==> src/rtl/core/ljdq_pkg.sv <==
`default_nettype none

package ljdq_pkg;

  localparam int LEVEL_W = 12;
  localparam int CFG_INDEX_W = 4;
  localparam int EVENT_W = 3;
  localparam int CMD_DEPTH = 4;
  localparam int RES_DEPTH = 4;

  localparam logic [CFG_INDEX_W-1:0] CFG_RIGHT_LOW  = 4'd0;
  localparam logic [CFG_INDEX_W-1:0] CFG_RIGHT_HIGH = 4'd1;
  localparam logic [CFG_INDEX_W-1:0] CFG_DOWN_LOW   = 4'd2;
  localparam logic [CFG_INDEX_W-1:0] CFG_DOWN_HIGH  = 4'd3;
  localparam logic [CFG_INDEX_W-1:0] CFG_LEFT_LOW   = 4'd4;
  localparam logic [CFG_INDEX_W-1:0] CFG_LEFT_HIGH  = 4'd5;
  localparam logic [CFG_INDEX_W-1:0] CFG_UP_LOW     = 4'd6;
  localparam logic [CFG_INDEX_W-1:0] CFG_UP_HIGH    = 4'd7;

  localparam logic [LEVEL_W-1:0] RIGHT_LOW_RST  = 12'd100;
  localparam logic [LEVEL_W-1:0] RIGHT_HIGH_RST = 12'd700;
  localparam logic [LEVEL_W-1:0] DOWN_LOW_RST   = 12'd900;
  localparam logic [LEVEL_W-1:0] DOWN_HIGH_RST  = 12'd1500;
  localparam logic [LEVEL_W-1:0] LEFT_LOW_RST   = 12'd1700;
  localparam logic [LEVEL_W-1:0] LEFT_HIGH_RST  = 12'd2300;
  localparam logic [LEVEL_W-1:0] UP_LOW_RST     = 12'd2500;
  localparam logic [LEVEL_W-1:0] UP_HIGH_RST    = 12'd3100;

  typedef enum logic [EVENT_W-1:0] {
    EV_NONE    = 3'd0,
    EV_UP      = 3'd1,
    EV_DOWN    = 3'd2,
    EV_LEFT    = 3'd3,
    EV_RIGHT   = 3'd4,
    EV_PRESS   = 3'd5,
    EV_RELEASE = 3'd6
  } event_t;

  typedef struct packed {
    logic   is_read;
    event_t ev;
  } cmd_t;

  function automatic logic in_window(input logic [LEVEL_W-1:0] v,
                                     input logic [LEVEL_W-1:0] lo,
                                     input logic [LEVEL_W-1:0] hi);
    return (v > lo) && (v < hi);
  endfunction

endpackage

`default_nettype wire

==> src/rtl/core/ljdq_ram.sv <==
`default_nettype none

module ljdq_ram #(
  parameter int WIDTH = 3,
  parameter int DEPTH = 16
) (
  input  wire logic                     clk,
  input  wire logic                     we,
  input  wire logic [$clog2(DEPTH)-1:0] waddr,
  input  wire logic [WIDTH-1:0]         wdata,
  input  wire logic                     re,
  input  wire logic [$clog2(DEPTH)-1:0] raddr,
  output logic      [WIDTH-1:0]         rdata
);

  logic [WIDTH-1:0] mem [DEPTH];

  always_ff @(posedge clk) begin
    if (we) begin
      mem[waddr] <= wdata;
    end
    if (re) begin
      rdata <= mem[raddr];
    end
  end

endmodule

`default_nettype wire

==> src/rtl/core/ljdq_fifo.sv <==
`default_nettype none

module ljdq_fifo #(
  parameter int WIDTH = 4,
  parameter int DEPTH = 4
) (
  input  wire logic                       clk,
  input  wire logic                       rst,
  input  wire logic                       push,
  input  wire logic [WIDTH-1:0]           wdata,
  output logic                            full,
  input  wire logic                       pop,
  output logic      [WIDTH-1:0]           rdata,
  output logic                            empty,
  output logic      [$clog2(DEPTH+1)-1:0] count
);

  localparam int PTR_W = $clog2(DEPTH);
  localparam int CNT_W = $clog2(DEPTH + 1);
  localparam logic [PTR_W-1:0] LAST = PTR_W'(DEPTH - 1);
  localparam logic [CNT_W-1:0] FULL_CNT = CNT_W'(DEPTH);

  logic [WIDTH-1:0] mem [DEPTH];
  logic [PTR_W-1:0] wptr;
  logic [PTR_W-1:0] rptr;
  logic             do_push;
  logic             do_pop;

  assign full    = (count == FULL_CNT);
  assign empty   = (count == '0);
  assign do_push = push && !full;
  assign do_pop  = pop && !empty;
  assign rdata   = mem[rptr];

  always_ff @(posedge clk) begin
    if (do_push) begin
      mem[wptr] <= wdata;
    end
  end

  always_ff @(posedge clk) begin
    if (rst) begin
      wptr  <= '0;
      rptr  <= '0;
      count <= '0;
    end else begin
      if (do_push) begin
        wptr <= (wptr == LAST) ? '0 : wptr + 1'b1;
      end
      if (do_pop) begin
        rptr <= (rptr == LAST) ? '0 : rptr + 1'b1;
      end
      if (do_push && !do_pop) begin
        count <= count + 1'b1;
      end else if (do_pop && !do_push) begin
        count <= count - 1'b1;
      end
    end
  end

endmodule

`default_nettype wire

==> src/rtl/core/ljdq_front.sv <==
`default_nettype none

module ljdq_front #(
  parameter int STABLE_COUNT = 3,
  parameter int IDLE_LEVEL   = 3600
) (
  input  wire logic                             clk,
  input  wire logic                             rst,
  input  wire logic                             accept,
  input  wire logic                             kind,
  input  wire logic [ljdq_pkg::LEVEL_W-1:0]     ladder_level,
  input  wire logic                             pressed,
  input  wire logic                             cfg_we,
  input  wire logic [ljdq_pkg::CFG_INDEX_W-1:0] cfg_index,
  input  wire logic [ljdq_pkg::LEVEL_W-1:0]     cfg_data,
  output logic                                  cmd_push,
  output ljdq_pkg::cmd_t                        cmd
);

  localparam int CNT_W = $clog2(STABLE_COUNT + 1);
  localparam logic [CNT_W-1:0] CNT_MAX = CNT_W'(STABLE_COUNT);
  localparam logic [ljdq_pkg::LEVEL_W-1:0] IDLE = ljdq_pkg::LEVEL_W'(IDLE_LEVEL);

  logic [ljdq_pkg::LEVEL_W-1:0] right_low, right_high, down_low, down_high;
  logic [ljdq_pkg::LEVEL_W-1:0] left_low, left_high, up_low, up_high;

  logic [ljdq_pkg::LEVEL_W-1:0] previous_level, previous_level_next;
  logic [CNT_W-1:0]             stable_count, stable_count_next;
  logic                         previous_pressed, previous_pressed_next;
  logic [CNT_W-1:0]             cnt_inc;
  ljdq_pkg::event_t             dir_ev;
  ljdq_pkg::event_t             ev;

  always_comb begin
    priority if (ladder_level > IDLE) begin
      dir_ev = ljdq_pkg::EV_NONE;
    end else if (ljdq_pkg::in_window(ladder_level, right_low, right_high)) begin
      dir_ev = ljdq_pkg::EV_RIGHT;
    end else if (ljdq_pkg::in_window(ladder_level, down_low, down_high)) begin
      dir_ev = ljdq_pkg::EV_DOWN;
    end else if (ljdq_pkg::in_window(ladder_level, left_low, left_high)) begin
      dir_ev = ljdq_pkg::EV_LEFT;
    end else if (ljdq_pkg::in_window(ladder_level, up_low, up_high)) begin
      dir_ev = ljdq_pkg::EV_UP;
    end else begin
      dir_ev = ljdq_pkg::EV_NONE;
    end
  end

  always_comb begin
    ev                    = ljdq_pkg::EV_NONE;
    previous_level_next   = previous_level;
    stable_count_next     = stable_count;
    previous_pressed_next = previous_pressed;
    cnt_inc = (stable_count < CNT_MAX) ? stable_count + 1'b1 : stable_count;
    priority if (ladder_level != previous_level) begin
      stable_count_next   = '0;
      previous_level_next = ladder_level;
    end else if (cnt_inc < CNT_MAX) begin
      stable_count_next = cnt_inc;
    end else if (pressed != previous_pressed) begin
      previous_pressed_next = pressed;
      stable_count_next     = '0;
      ev = pressed ? ljdq_pkg::EV_PRESS : ljdq_pkg::EV_RELEASE;
    end else begin
      stable_count_next = cnt_inc;
      ev                = dir_ev;
    end
  end

  assign cmd_push    = accept && (kind || (ev != ljdq_pkg::EV_NONE));
  assign cmd.is_read = kind;
  assign cmd.ev      = ev;

  always_ff @(posedge clk) begin
    if (rst) begin
      previous_level   <= '0;
      stable_count     <= '0;
      previous_pressed <= 1'b1;
    end else if (accept && !kind) begin
      previous_level   <= previous_level_next;
      stable_count     <= stable_count_next;
      previous_pressed <= previous_pressed_next;
    end
  end

  always_ff @(posedge clk) begin
    if (rst) begin
      right_low  <= ljdq_pkg::RIGHT_LOW_RST;
      right_high <= ljdq_pkg::RIGHT_HIGH_RST;
      down_low   <= ljdq_pkg::DOWN_LOW_RST;
      down_high  <= ljdq_pkg::DOWN_HIGH_RST;
      left_low   <= ljdq_pkg::LEFT_LOW_RST;
      left_high  <= ljdq_pkg::LEFT_HIGH_RST;
      up_low     <= ljdq_pkg::UP_LOW_RST;
      up_high    <= ljdq_pkg::UP_HIGH_RST;
    end else if (cfg_we) begin
      unique case (cfg_index)
        ljdq_pkg::CFG_RIGHT_LOW:  right_low  <= cfg_data;
        ljdq_pkg::CFG_RIGHT_HIGH: right_high <= cfg_data;
        ljdq_pkg::CFG_DOWN_LOW:   down_low   <= cfg_data;
        ljdq_pkg::CFG_DOWN_HIGH:  down_high  <= cfg_data;
        ljdq_pkg::CFG_LEFT_LOW:   left_low   <= cfg_data;
        ljdq_pkg::CFG_LEFT_HIGH:  left_high  <= cfg_data;
        ljdq_pkg::CFG_UP_LOW:     up_low     <= cfg_data;
        ljdq_pkg::CFG_UP_HIGH:    up_high    <= cfg_data;
        default: ;
      endcase
    end
  end

endmodule

`default_nettype wire

==> src/rtl/core/ljdq_back.sv <==
`default_nettype none

module ljdq_back #(
  parameter int QUEUE_DEPTH = 16
) (
  input  wire logic                                    clk,
  input  wire logic                                    rst,
  input  wire logic                                    cmd_valid,
  input  ljdq_pkg::cmd_t                               cmd,
  output logic                                         cmd_pop,
  input  wire logic [$clog2(ljdq_pkg::RES_DEPTH+1)-1:0] res_count,
  output logic                                         res_push,
  output logic      [ljdq_pkg::EVENT_W-1:0]            res_data
);

  localparam int PTR_W = $clog2(QUEUE_DEPTH);
  localparam int RCNT_W = $clog2(ljdq_pkg::RES_DEPTH + 1);
  localparam logic [PTR_W-1:0] LAST = PTR_W'(QUEUE_DEPTH - 1);
  localparam logic [RCNT_W:0] RES_MAX = (RCNT_W + 1)'(ljdq_pkg::RES_DEPTH);

  logic [PTR_W-1:0]             write_slot;
  logic [PTR_W-1:0]             read_slot;
  logic [PTR_W-1:0]             write_slot_next;
  logic [PTR_W-1:0]             read_slot_next;
  logic                         ring_full;
  logic                         ring_empty;
  logic                         inflight;
  logic                         rd_none;
  logic                         room;
  logic                         ram_we;
  logic                         ram_re;
  logic [ljdq_pkg::EVENT_W-1:0] ram_rdata;

  assign write_slot_next = (write_slot == LAST) ? '0 : write_slot + 1'b1;
  assign read_slot_next  = (read_slot == LAST) ? '0 : read_slot + 1'b1;
  assign ring_full  = (write_slot_next == read_slot);
  assign ring_empty = (write_slot == read_slot);

  // reads need a result slot, counting the one still in flight
  assign room    = ({1'b0, res_count} + {{RCNT_W{1'b0}}, inflight}) < RES_MAX;
  assign cmd_pop = cmd_valid && (!cmd.is_read || room);
  assign ram_we  = cmd_pop && !cmd.is_read && !ring_full;
  assign ram_re  = cmd_pop && cmd.is_read && !ring_empty;

  ljdq_ram #(
    .WIDTH (ljdq_pkg::EVENT_W),
    .DEPTH (QUEUE_DEPTH)
  ) u_ring (
    .clk   (clk),
    .we    (ram_we),
    .waddr (write_slot),
    .wdata (cmd.ev),
    .re    (ram_re),
    .raddr (read_slot),
    .rdata (ram_rdata)
  );

  assign res_push = inflight;
  assign res_data = rd_none ? ljdq_pkg::EV_NONE : ram_rdata;

  always_ff @(posedge clk) begin
    if (rst) begin
      write_slot <= '0;
      read_slot  <= '0;
      inflight   <= 1'b0;
    end else begin
      inflight <= cmd_pop && cmd.is_read;
      if (ram_we) begin
        write_slot <= write_slot_next;
      end
      if (ram_re) begin
        read_slot <= read_slot_next;
      end
    end
  end

  always_ff @(posedge clk) begin
    if (cmd_pop && cmd.is_read) begin
      rd_none <= ring_empty;
    end
  end

endmodule

`default_nettype wire

==> src/rtl/core/ladder_joystick_debounce_queue_top.sv <==
// Resistor-ladder joystick debounce with an event queue.
//
// Input channel (push/full): kind 0 is a sample (ladder_level, pressed),
// kind 1 is a read request that pops one queued event. An item is taken
// when push is high and full is low; one item per cycle is sustained.
// Result channel (empty/pop): one event_code per read request, in order,
// 0 when no event was queued. Samples give no result.
// Config channel (cfg_valid/cfg_ready): cfg_ready is always high; index 0..7
// selects a window bound, other indexes are ignored. Write only when idle.
// A read request passes the command queue, the ring read register and the result queue before its result shows.
// Rate: one item per clock while full is low, set by the combinational
// classifier in the front end and one ring access per cycle in the back end.
// A stalled receiver fills the result queue, then the command queue, and
// full rises; nothing is lost. Events past QUEUE_DEPTH-1 stored are dropped.
// Reset (rst, synchronous) empties all queues, restores the window bounds
// and clears the debounce state; the event ring contents are left as is.
`default_nettype none

module ladder_joystick_debounce_queue_top #(
  parameter int QUEUE_DEPTH  = 16,
  parameter int STABLE_COUNT = 3,
  parameter int IDLE_LEVEL   = 3600
) (
  input  wire logic                             clk,
  input  wire logic                             rst,
  input  wire logic                             push,
  output logic                                  full,
  input  wire logic                             kind,
  input  wire logic [ljdq_pkg::LEVEL_W-1:0]     ladder_level,
  input  wire logic                             pressed,
  output logic                                  empty,
  input  wire logic                             pop,
  output logic      [ljdq_pkg::EVENT_W-1:0]     event_code,
  input  wire logic                             cfg_valid,
  output logic                                  cfg_ready,
  input  wire logic [ljdq_pkg::CFG_INDEX_W-1:0] cfg_index,
  input  wire logic [ljdq_pkg::LEVEL_W-1:0]     cfg_data
);

  localparam int RCNT_W = $clog2(ljdq_pkg::RES_DEPTH + 1);
  localparam int CCNT_W = $clog2(ljdq_pkg::CMD_DEPTH + 1);

  logic                         accept;
  logic                         cmd_push;
  ljdq_pkg::cmd_t               cmd_in;
  ljdq_pkg::cmd_t               cmd_out;
  logic                         cmd_empty;
  logic                         cmd_pop;
  logic [CCNT_W-1:0]            cmd_count;
  logic                         res_push;
  logic [ljdq_pkg::EVENT_W-1:0] res_data;
  logic                         res_full;
  logic [RCNT_W-1:0]            res_count;

  assign cfg_ready = 1'b1;
  assign accept    = push && !full;

  ljdq_front #(
    .STABLE_COUNT (STABLE_COUNT),
    .IDLE_LEVEL   (IDLE_LEVEL)
  ) u_front (
    .clk          (clk),
    .rst          (rst),
    .accept       (accept),
    .kind         (kind),
    .ladder_level (ladder_level),
    .pressed      (pressed),
    .cfg_we       (cfg_valid && cfg_ready),
    .cfg_index    (cfg_index),
    .cfg_data     (cfg_data),
    .cmd_push     (cmd_push),
    .cmd          (cmd_in)
  );

  ljdq_fifo #(
    .WIDTH ($bits(ljdq_pkg::cmd_t)),
    .DEPTH (ljdq_pkg::CMD_DEPTH)
  ) u_cmd_q (
    .clk   (clk),
    .rst   (rst),
    .push  (cmd_push),
    .wdata (cmd_in),
    .full  (full),
    .pop   (cmd_pop),
    .rdata (cmd_out),
    .empty (cmd_empty),
    .count (cmd_count)
  );

  ljdq_back #(
    .QUEUE_DEPTH (QUEUE_DEPTH)
  ) u_back (
    .clk       (clk),
    .rst       (rst),
    .cmd_valid (!cmd_empty),
    .cmd       (cmd_out),
    .cmd_pop   (cmd_pop),
    .res_count (res_count),
    .res_push  (res_push),
    .res_data  (res_data)
  );

  ljdq_fifo #(
    .WIDTH (ljdq_pkg::EVENT_W),
    .DEPTH (ljdq_pkg::RES_DEPTH)
  ) u_res_q (
    .clk   (clk),
    .rst   (rst),
    .push  (res_push),
    .wdata (res_data),
    .full  (res_full),
    .pop   (pop),
    .rdata (event_code),
    .empty (empty),
    .count (res_count)
  );

  a_res_no_overflow: assert property (@(posedge clk) disable iff (rst)
    res_push |-> !res_full)
    else $error("result pushed into a full result queue");

  a_read_queued: assert property (@(posedge clk) disable iff (rst)
    (accept && kind) |=> !cmd_empty)
    else $error("accepted read request missing from command queue");

  a_res_from_read: assert property (@(posedge clk) disable iff (rst)
    res_push |-> $past(cmd_pop && cmd_out.is_read))
    else $error("result without a preceding read request");

  a_cmd_count_bound: assert property (@(posedge clk) disable iff (rst)
    cmd_count <= ljdq_pkg::CMD_DEPTH)
    else $error("command queue count out of range");

endmodule

`default_nettype wire

==> config.mk <==
export PLATFORM = sky130hd
export DESIGN_NAME = ladder_joystick_debounce_queue_top
export DESIGN_NICKNAME = d
export VERILOG_FILES = /design/src/rtl/core/ljdq_pkg.sv /design/src/rtl/core/ljdq_ram.sv /design/src/rtl/core/ljdq_fifo.sv /design/src/rtl/core/ljdq_front.sv /design/src/rtl/core/ljdq_back.sv /design/src/rtl/core/ladder_joystick_debounce_queue_top.sv
export SDC_FILE = /design/constraint.sdc
export NUM_CORES = 1
export LEC_CHECK = 0
export ABC_CLOCK_PERIOD_IN_PS = 5470
export BUFFER_PORTS_ARGS = -buffer_cell sky130_fd_sc_hd__buf_2
export CAP_MARGIN = 20
export CORE_MARGIN = 4
export CORE_UTILIZATION = 30
export CTS_CLUSTER_SIZE = 16
export DETAILED_ROUTE_END_ITERATION = 12
export GPL_TIMING_DRIVEN = 0
export PLACE_DENSITY_LB_ADDON = 0.12
export RECOVER_POWER = 100
export REMOVE_ABC_BUFFERS = 1
export SLEW_MARGIN = 20
export SYNTH_ARGS = -nofsm -noshare
export SYNTH_HDL_FRONTEND = slang
export SYNTH_HIERARCHICAL = 1
export SYNTH_SLANG_ARGS = --single-unit
==> constraint.sdc <==
create_clock -name clk -period 5.47 [get_ports clk]
set_input_delay 0.547 -clock clk [delete_from_list [all_inputs] [get_ports clk]]
set_output_delay 0.547 -clock clk [all_outputs]
set_load 0.005 [all_outputs]
---- Word level (Yosys, flattened, before mapping) ----
Memories as Yosys holds them, arrays and structs flattened. A register that Yosys moved wholly into a read port is not among the register bits.
Index checks and enable logic that the tools add are counted.
storage, ports and cells
  memories kept ........................... 3
  word-level logic and storage cells ...... 153
  output and inout port bits .............. 6
  RAM bits ................................ 76
  flip-flop bits (word level) ............. 135
memory list
  name               words  width  read ports  clocked after Yosys merged registers in  write ports  RTL line         RTL
  u_back.u_ring.mem  16     3      1           1                                        1            ljdq_ram.sv:16   logic [WIDTH-1:0] mem [DEPTH];
  u_cmd_q.mem        4      4      1           1                                        1            ljdq_fifo.sv:23  logic [WIDTH-1:0] mem [DEPTH];
  u_res_q.mem        4      3      1           1                                        1            ljdq_fifo.sv:23
operators by class
  magnitude comparators ................... 12
  equality and inequality tests ........... 19
  bitwise operators ....................... 2
  reduce and logical (&&, ||, !) cells .... 50
  mux-type cells .......................... 34
  add/sub/neg operators ................... 12
operators with widths
  operator                                                                count
  12-bit greater-than comparator                                          4
  12-bit < comparator                                                     4
  3-bit two-way mux                                                       12
  2-bit two-way mux                                                       13
  1-bit logical AND                                                       20
  2-bit AND reduction                                                     9
  4-bit by 3-bit equality test with 1-bit output (second input constant)  4
  12-bit greater-than comparator (second input constant)                  1
  1-bit logical NOT                                                       12
  12-bit inequality test                                                  1
  2-bit by 1-bit adder with 2-bit output (second input constant)          5
  4-bit by 1-bit adder with 4-bit output (second input constant)          2
  2-bit equality test (second input constant)                             4
  4-bit by 2-bit equality test with 1-bit output (second input constant)  2
  4-bit equality test                                                     2
  4-bit equality test (second input constant)                             2
  4-bit two-way mux                                                       2
  1-bit two-way mux                                                       7
  3-bit by 1-bit adder with 3-bit output (second input constant)          2
  3-bit equality test (second input constant)                             2
  3-bit logical NOT                                                       2
  3-bit by 1-bit subtractor with 3-bit output (second input constant)     2
  3-bit by 1-bit adder with 4-bit output                                  1
  4-bit by 1-bit equality test with 1-bit output (second input constant)  1
  9 further kinds                                                         13

---- Logic depth before layout (Yosys ltp) ----
  word-level depth ........................ 18
  gate-level depth with buffers ........... 18
  gate-level depth less buffers ........... 18

---- Modules after synthesis ----
The synthesis kept the hierarchy.
modules (own cells, without submodules)
  module                              area each (um2)  times used  cells each
  ljdq_front                          6456.2           1           787
  ljdq_ram                            2042.0           1           103
  ljdq_fifo (u_cmd_q)                 1073.5           1           70
  ljdq_fifo (u_res_q)                 930.9            1           65
  ljdq_back                           623.1            1           69
  ladder_joystick_debounce_queue_top  28.8             1           4

---- Worst setup path after synthesis ----
No wires, ideal clock.
  path type ............................... input to register
  start ................................... in ladder_level[5] in the netlist's numbering
  end ..................................... reg u_cmd_q.count[2]
  stages .................................. 17
  slack ................................... 1315 ps
  arrival ................................. 4085 ps
  setup time .............................. 70 ps
  cells stage by stage .................... ha_1 a21o_1 nand3_1 a21oi_1 or4_4 a311o_1 a21boi_2 nor4_1 a221oi_2 bufinv_8 nor2_2 ha_1 inv_1 fa_1 xor2_1 or3_1 a21oi_1
between the ends
  longest elaborated chain between the ends .. 17
  elaborated cells between the ends (all ways) .. 31
  those cells by class .................... order compare (9); eq/ne (1); mux (9); reduce/logical (12)
ends and longest elaborated chain
  item                                                                   RTL line                                  RTL
  from (decl)                                                            ladder_joystick_debounce_queue_top.sv:29  input wire logic [ljdq_pkg::LEVEL_W-1:0] ladder_level,
  12-bit greater-than comparator or 12-bit < comparator (tied branches)  ljdq_pkg.sv:47                            return (v > lo) && (v < hi);
  1-bit logical AND                                                      ljdq_pkg.sv:47
  1-bit two-way mux                                                      ljdq_front.sv:43                          end else if (ljdq_pkg::in_window(ladder_level, up_low, up_high)) begin
  3-bit two-way mux                                                      ljdq_front.sv:41                          end else if (ljdq_pkg::in_window(ladder_level, left_low, left_high)) begin
  3-bit two-way mux                                                      ljdq_front.sv:39                          end else if (ljdq_pkg::in_window(ladder_level, down_low, down_high)) begin
  3-bit two-way mux                                                      ljdq_front.sv:37                          end else if (ljdq_pkg::in_window(ladder_level, right_low, right_high)) begin
  3-bit two-way mux                                                      ljdq_front.sv:35                          priority if (ladder_level > IDLE) begin
  3-bit two-way mux                                                      ljdq_front.sv:61                          end else if (pressed != previous_pressed) begin
  [... 3 more ...]                                                       -
  1-bit logical OR (*)                                                   ljdq_front.sv:71                          assign cmd_push = accept && (kind || (ev != ljdq_pkg::EV_NONE));
  1-bit logical AND (*)                                                  ljdq_front.sv:71
  via cmd_push                                                           ladder_joystick_debounce_queue_top.sv:44  logic cmd_push;
  1-bit logical AND (*)                                                  ljdq_fifo.sv:31                           assign do_push = push && !full;
  via u_cmd_q.do_push                                                    ljdq_fifo.sv:26                           logic do_push;
  1-bit logical NOT                                                      ljdq_fifo.sv:55                           end else if (do_pop && !do_push) begin
  1-bit logical AND                                                      ljdq_fifo.sv:55
  2-bit nonzero test (no source line)                                    -
  to (signal assigned)                                                   ljdq_fifo.sv:54                           count <= count + 1'b1;
  to (signal assigned)                                                   ljdq_fifo.sv:56                           count <= count - 1'b1;
  to (decl)                                                              ljdq_fifo.sv:15                           output logic [$clog2(DEPTH+1)-1:0] count
Mark *: on every way through the listed nets, which the timed path passes. The rest lies on a longest branch.
A chain may end at the register's enable or synchronous reset.

---- Worst setup path after layout ----
  start ................................... reg u_front/down_low[10] in the netlist's numbering
  end ..................................... reg u_cmd_q.count[2]
between the ends
  longest elaborated chain between the ends .. 15
  elaborated cells between the ends (all ways) .. 17
  those cells by class .................... order compare (1); mux (7); reduce/logical (9)
ends and longest elaborated chain
  item                                 RTL line                                  RTL
  from (decl)                          ljdq_front.sv:24                          logic [ljdq_pkg::LEVEL_W-1:0] right_low, right_high, down_low, down_high;
  from (signal assigned)               ljdq_front.sv:91                          down_low <= ljdq_pkg::DOWN_LOW_RST;
  from (signal assigned)               ljdq_front.sv:101                         ljdq_pkg::CFG_DOWN_LOW: down_low <= cfg_data;
  12-bit greater-than comparator (*)   ljdq_pkg.sv:47
  1-bit logical AND (*)                ljdq_pkg.sv:47
  3-bit two-way mux (*)                ljdq_front.sv:39
  3-bit two-way mux (*)                ljdq_front.sv:37
  3-bit two-way mux (*)                ljdq_front.sv:35
  3-bit two-way mux (*)                ljdq_front.sv:61
  3-bit two-way mux (*)                ljdq_front.sv:59                          end else if (cnt_inc < CNT_MAX) begin
  3-bit two-way mux (*)                ljdq_front.sv:56                          priority if (ladder_level != previous_level) begin
  3-bit nonzero test (*)               ljdq_front.sv:71
  1-bit logical OR (*)                 ljdq_front.sv:71
  1-bit logical AND (*)                ljdq_front.sv:71
  via cmd_push                         ladder_joystick_debounce_queue_top.sv:44
  1-bit logical AND (*)                ljdq_fifo.sv:31
  via u_cmd_q.do_push                  ljdq_fifo.sv:26
  1-bit logical NOT                    ljdq_fifo.sv:55
  1-bit logical AND                    ljdq_fifo.sv:55
  2-bit nonzero test (no source line)  -
Marked as above.

==> out/summary.txt <==
status: finished, final reports clean
synthesized flop and latch total: 218
# rows: 70
critical path, cell by cell: inv_1, ha_1, nand4_1, a211oi_1, a2111oi_0, or4_1, a21boi_0, nor4_1, a221oi_2, clkinvlp_2, nor2_2, ha_1, inv_1, fa_1, xor2_1, or3_1, a21oi_1
post-synthesis simple-gate area fraction: 0.141
Ports: 41
slowest stage delay, CP: 530 ps
Finished Layout Cells: 1,607
xor/xnor cell area share of the yosys netlist: 0.0204
Clock transition at path regs: 70 ps
Post-CTS Resized: 0
Die Ht: 201 um
Final Cycle Share: 0.872
largest net degree at the start of global routing: 70
Final ANT Viol Nets: 0
power per cell area: 345 nW/um^2
largest cells by area after synthesis: dfxtp_1 25%, edfxtp_1 22%, ha_1 12%, nand2_1 4.1%, a21oi_1 3.6%
RSZ-0062 raised after global routing: no
mux cell area share after synthesis: 0.0775
CP required: 5950 ps
Critical Path Slowest Stage Cell: a221oi_2
dpl cells: 1,560
crit start category: flip-flop
clk root buf: clkbuf_16
endpoint type of the worst setup path: flip-flop
Avg Cell Area, Syn: 10.2 um^2
Hold WS: 360 ps
Worst VDD drop: 192 uV
proportion of layout cells with a drive suffix above 1: 0.0887
Clock Latency Late Sink: 550 ps
Synth cell types: 76
CP Data Arrival Time: 5250 ps
number of buffers inserted by port buffering: 39
Die ar.: 40,300 um^2
Yosys warning count: 6
post-synthesis async set-or-reset flop share: 0
Slew HR: 0.0585
post-synthesis compound-gate area fraction: 0.114
H-tree depth: 1
min cycle time layout: 4770 ps
final WL: 27,500 um
DP HPWL: 18,800 um
clock buffer depth: 3
Num Clock Sinks: 218
area of the core: 36,600 um^2
Finished Cell Area: 12,500 um^2
setup bufs post-CTS: 0
fin nets: 1,263
1st-iter DRT viols: 353
Max Clock Freq: 210 MHz
placed cell area: 11,800 um^2
cell taking the most area after synthesis: dfxtp_1
final core occ: 0.342
Slew Limit Fails: 0
# Max-Cap Violations: 0
Setup Skew: 23.2 ps
flop2flop setup slack: 700 ps
Yosys top cell area share: 0.248
Post-route DRC: 0
dominant synthesized flop cell: dfxtp_1
initial core utilization: 0.305
Gate Count Post-Synth: 1,098
setup TNS: 0 ps
Die W: 201 um
GRT Total Usage: 0.136
Synth Area in Adders: 0.123
vias in the first global route: 7,745
number of synthesized flops with an enable pin: 80
total grt overflow: 0
Layout area overhead: 12.1%
mapped cell area: 11,200 um^2
Final setup violation count: 0
CTS Buf Count: 26
first-pass GRT wire length: 44,000 um
critical path class: reg2reg
initial antenna violation count: 0
Initial DRT Pass Iterations: 6
HP Class: in2reg
main combinational cell family by area after synthesis: simple AND/OR/NAND/NOR gates
Leak Pwr: 4.89 nW
Via-to-Cell Ratio: 4.83
global placement routability congestion: 0.728
CTS tree: done
antenna cell count: 0
final hold violation count: 0
vias post-DR: 7,768
post-cts hold buffer count: 0
routed len/inst: 17.1 um
actual slew at the worst max-slew pin: 1410 ps
Crit Path Max Fanout: 7
sequential fraction of the synthesis area: 0.463
==> per-layer routing <==
layer  global-route usage  up-vias  part of all wire
li1                     -     3925                 -
met1                0.180     3706              0.46
met2                0.237       96              0.48
met3               0.0187       41             0.030
met4               0.0324        0             0.022
met5                    0        -                 0
==> Yosys cell counts, types with 21 or more instances <==
library cell,number
o211ai_1,28
nand2_1,123
clkbuf_1,39
edfxtp_1,80
a21oi_1,80
dfxtp_1,138
inv_1,104
nand4_1,21
nand3_1,26
ha_1,106
nor2_1,84
mux2i_1,38
==> flip-flops by register name (all words and copies together) (netlist names), 3 cells and up, named ones only <==
name                    flops
u_back/u_ring/mem          48
u_cmd_q/mem                16
u_front/down_high          12
u_front/down_low           12
u_front/left_high          12
u_front/left_low           12
u_front/previous_level     12
u_front/right_high         12
u_front/right_low          12
u_front/up_high            12
u_front/up_low             12
u_res_q/mem                12
u_back/read_slot            4
u_back/write_slot           4
u_back/u_ring/rdata         3
u_cmd_q/count               3
u_res_q/count               3
==> worst paths after layout <==
| check | startpoint | to | cells after the start |
|---|---|---|---|
| worst max-delay path | u_front/down_low[10] | u_cmd_q/count[2] | 17 |
| worst max register to register | u_front/down_low[10] | u_cmd_q/count[2] | 17 |
| worst min register to register | u_front/stable_count[0] | u_front/stable_count[0] | 2 |
| worst min-delay path | kind | u_cmd_q/mem[0][3] | 1 |
==> worst max-delay path, delay by kind of cell, from the launching register on <==
family	cells	cell delay, ps
AOI/OAI and AO/OA	5	1600
and+or+nand+nor	5	1360
adders and majority gates	3	880
buffers and inverters	3	380
DFF	1	320
xor gates and xnor gates	1	160
==> final cells by class <==
type	count	area [um^2]
Tap cell	468	586
Fill cell	3771	24100
Clock inverter	13	131
Timing Repair Buffer	44	238
Clock buffer	34	691
Multi-Input combinational cell	721	5270
Inverter	109	427
Sequential cell	218	5160
==> cell usage in the layout (no fill, tap or decap), types with 5 or more instances in the layout <==
cell type / n
o211ai_1: 28
a21o_1: 7
a211o_1: 15
a211oi_1: 8
inv_1: 103
mux4_2: 11
a21oi_1: 81
nand3_1: 26
edfxtp_1: 80
nor2_1: 86
dfxtp_1: 138
xnor2_1: 17
nand2_1: 124
nand2b_1: 7
clkbuf_1: 16
nand4_1: 21
xor2_1: 9
clkbuf_16: 26
nor3_1: 14
nand3b_1: 5
mux2i_1: 38
nor2b_1: 13
o21ai_0: 20
ha_1: 106
clkinv_2: 6
buf_2: 33
or3_1: 5
mux4_1: 8
and3_1: 12
==> kinds of logic after synthesis <==
logic type	count (synthesis)
other cells	1
mux	59
compound gates	193
simple gates	333
fa+ha+maj	109
flops	218
buf+inv	159
xor+xnor	26
==> per-stage QoR <==
| step | setup slack [ps] | total power (W) |
|---|---|---|
| 2_1_floorplan | 1320 | 0.00245 |
| 3_3_place_gp | 393 | 0.00272 |
| 3_5_place_dp | 422 | 0.00273 |
| 4_1_cts | 991 | 0.00444 |
| 5_1_grt | 418 | 0.00458 |
| 6_report | 701 | 0.00431 |
==> where the power goes <==
part	switching, W	internal (W)	leakage, nW
registers	0.0000997	0.00182	1.84
logic	0.000422	0.000301	2.65
clock network	0.000686	0.000985	0.400
No activity file was read; power rests on OpenSTA's default activity.
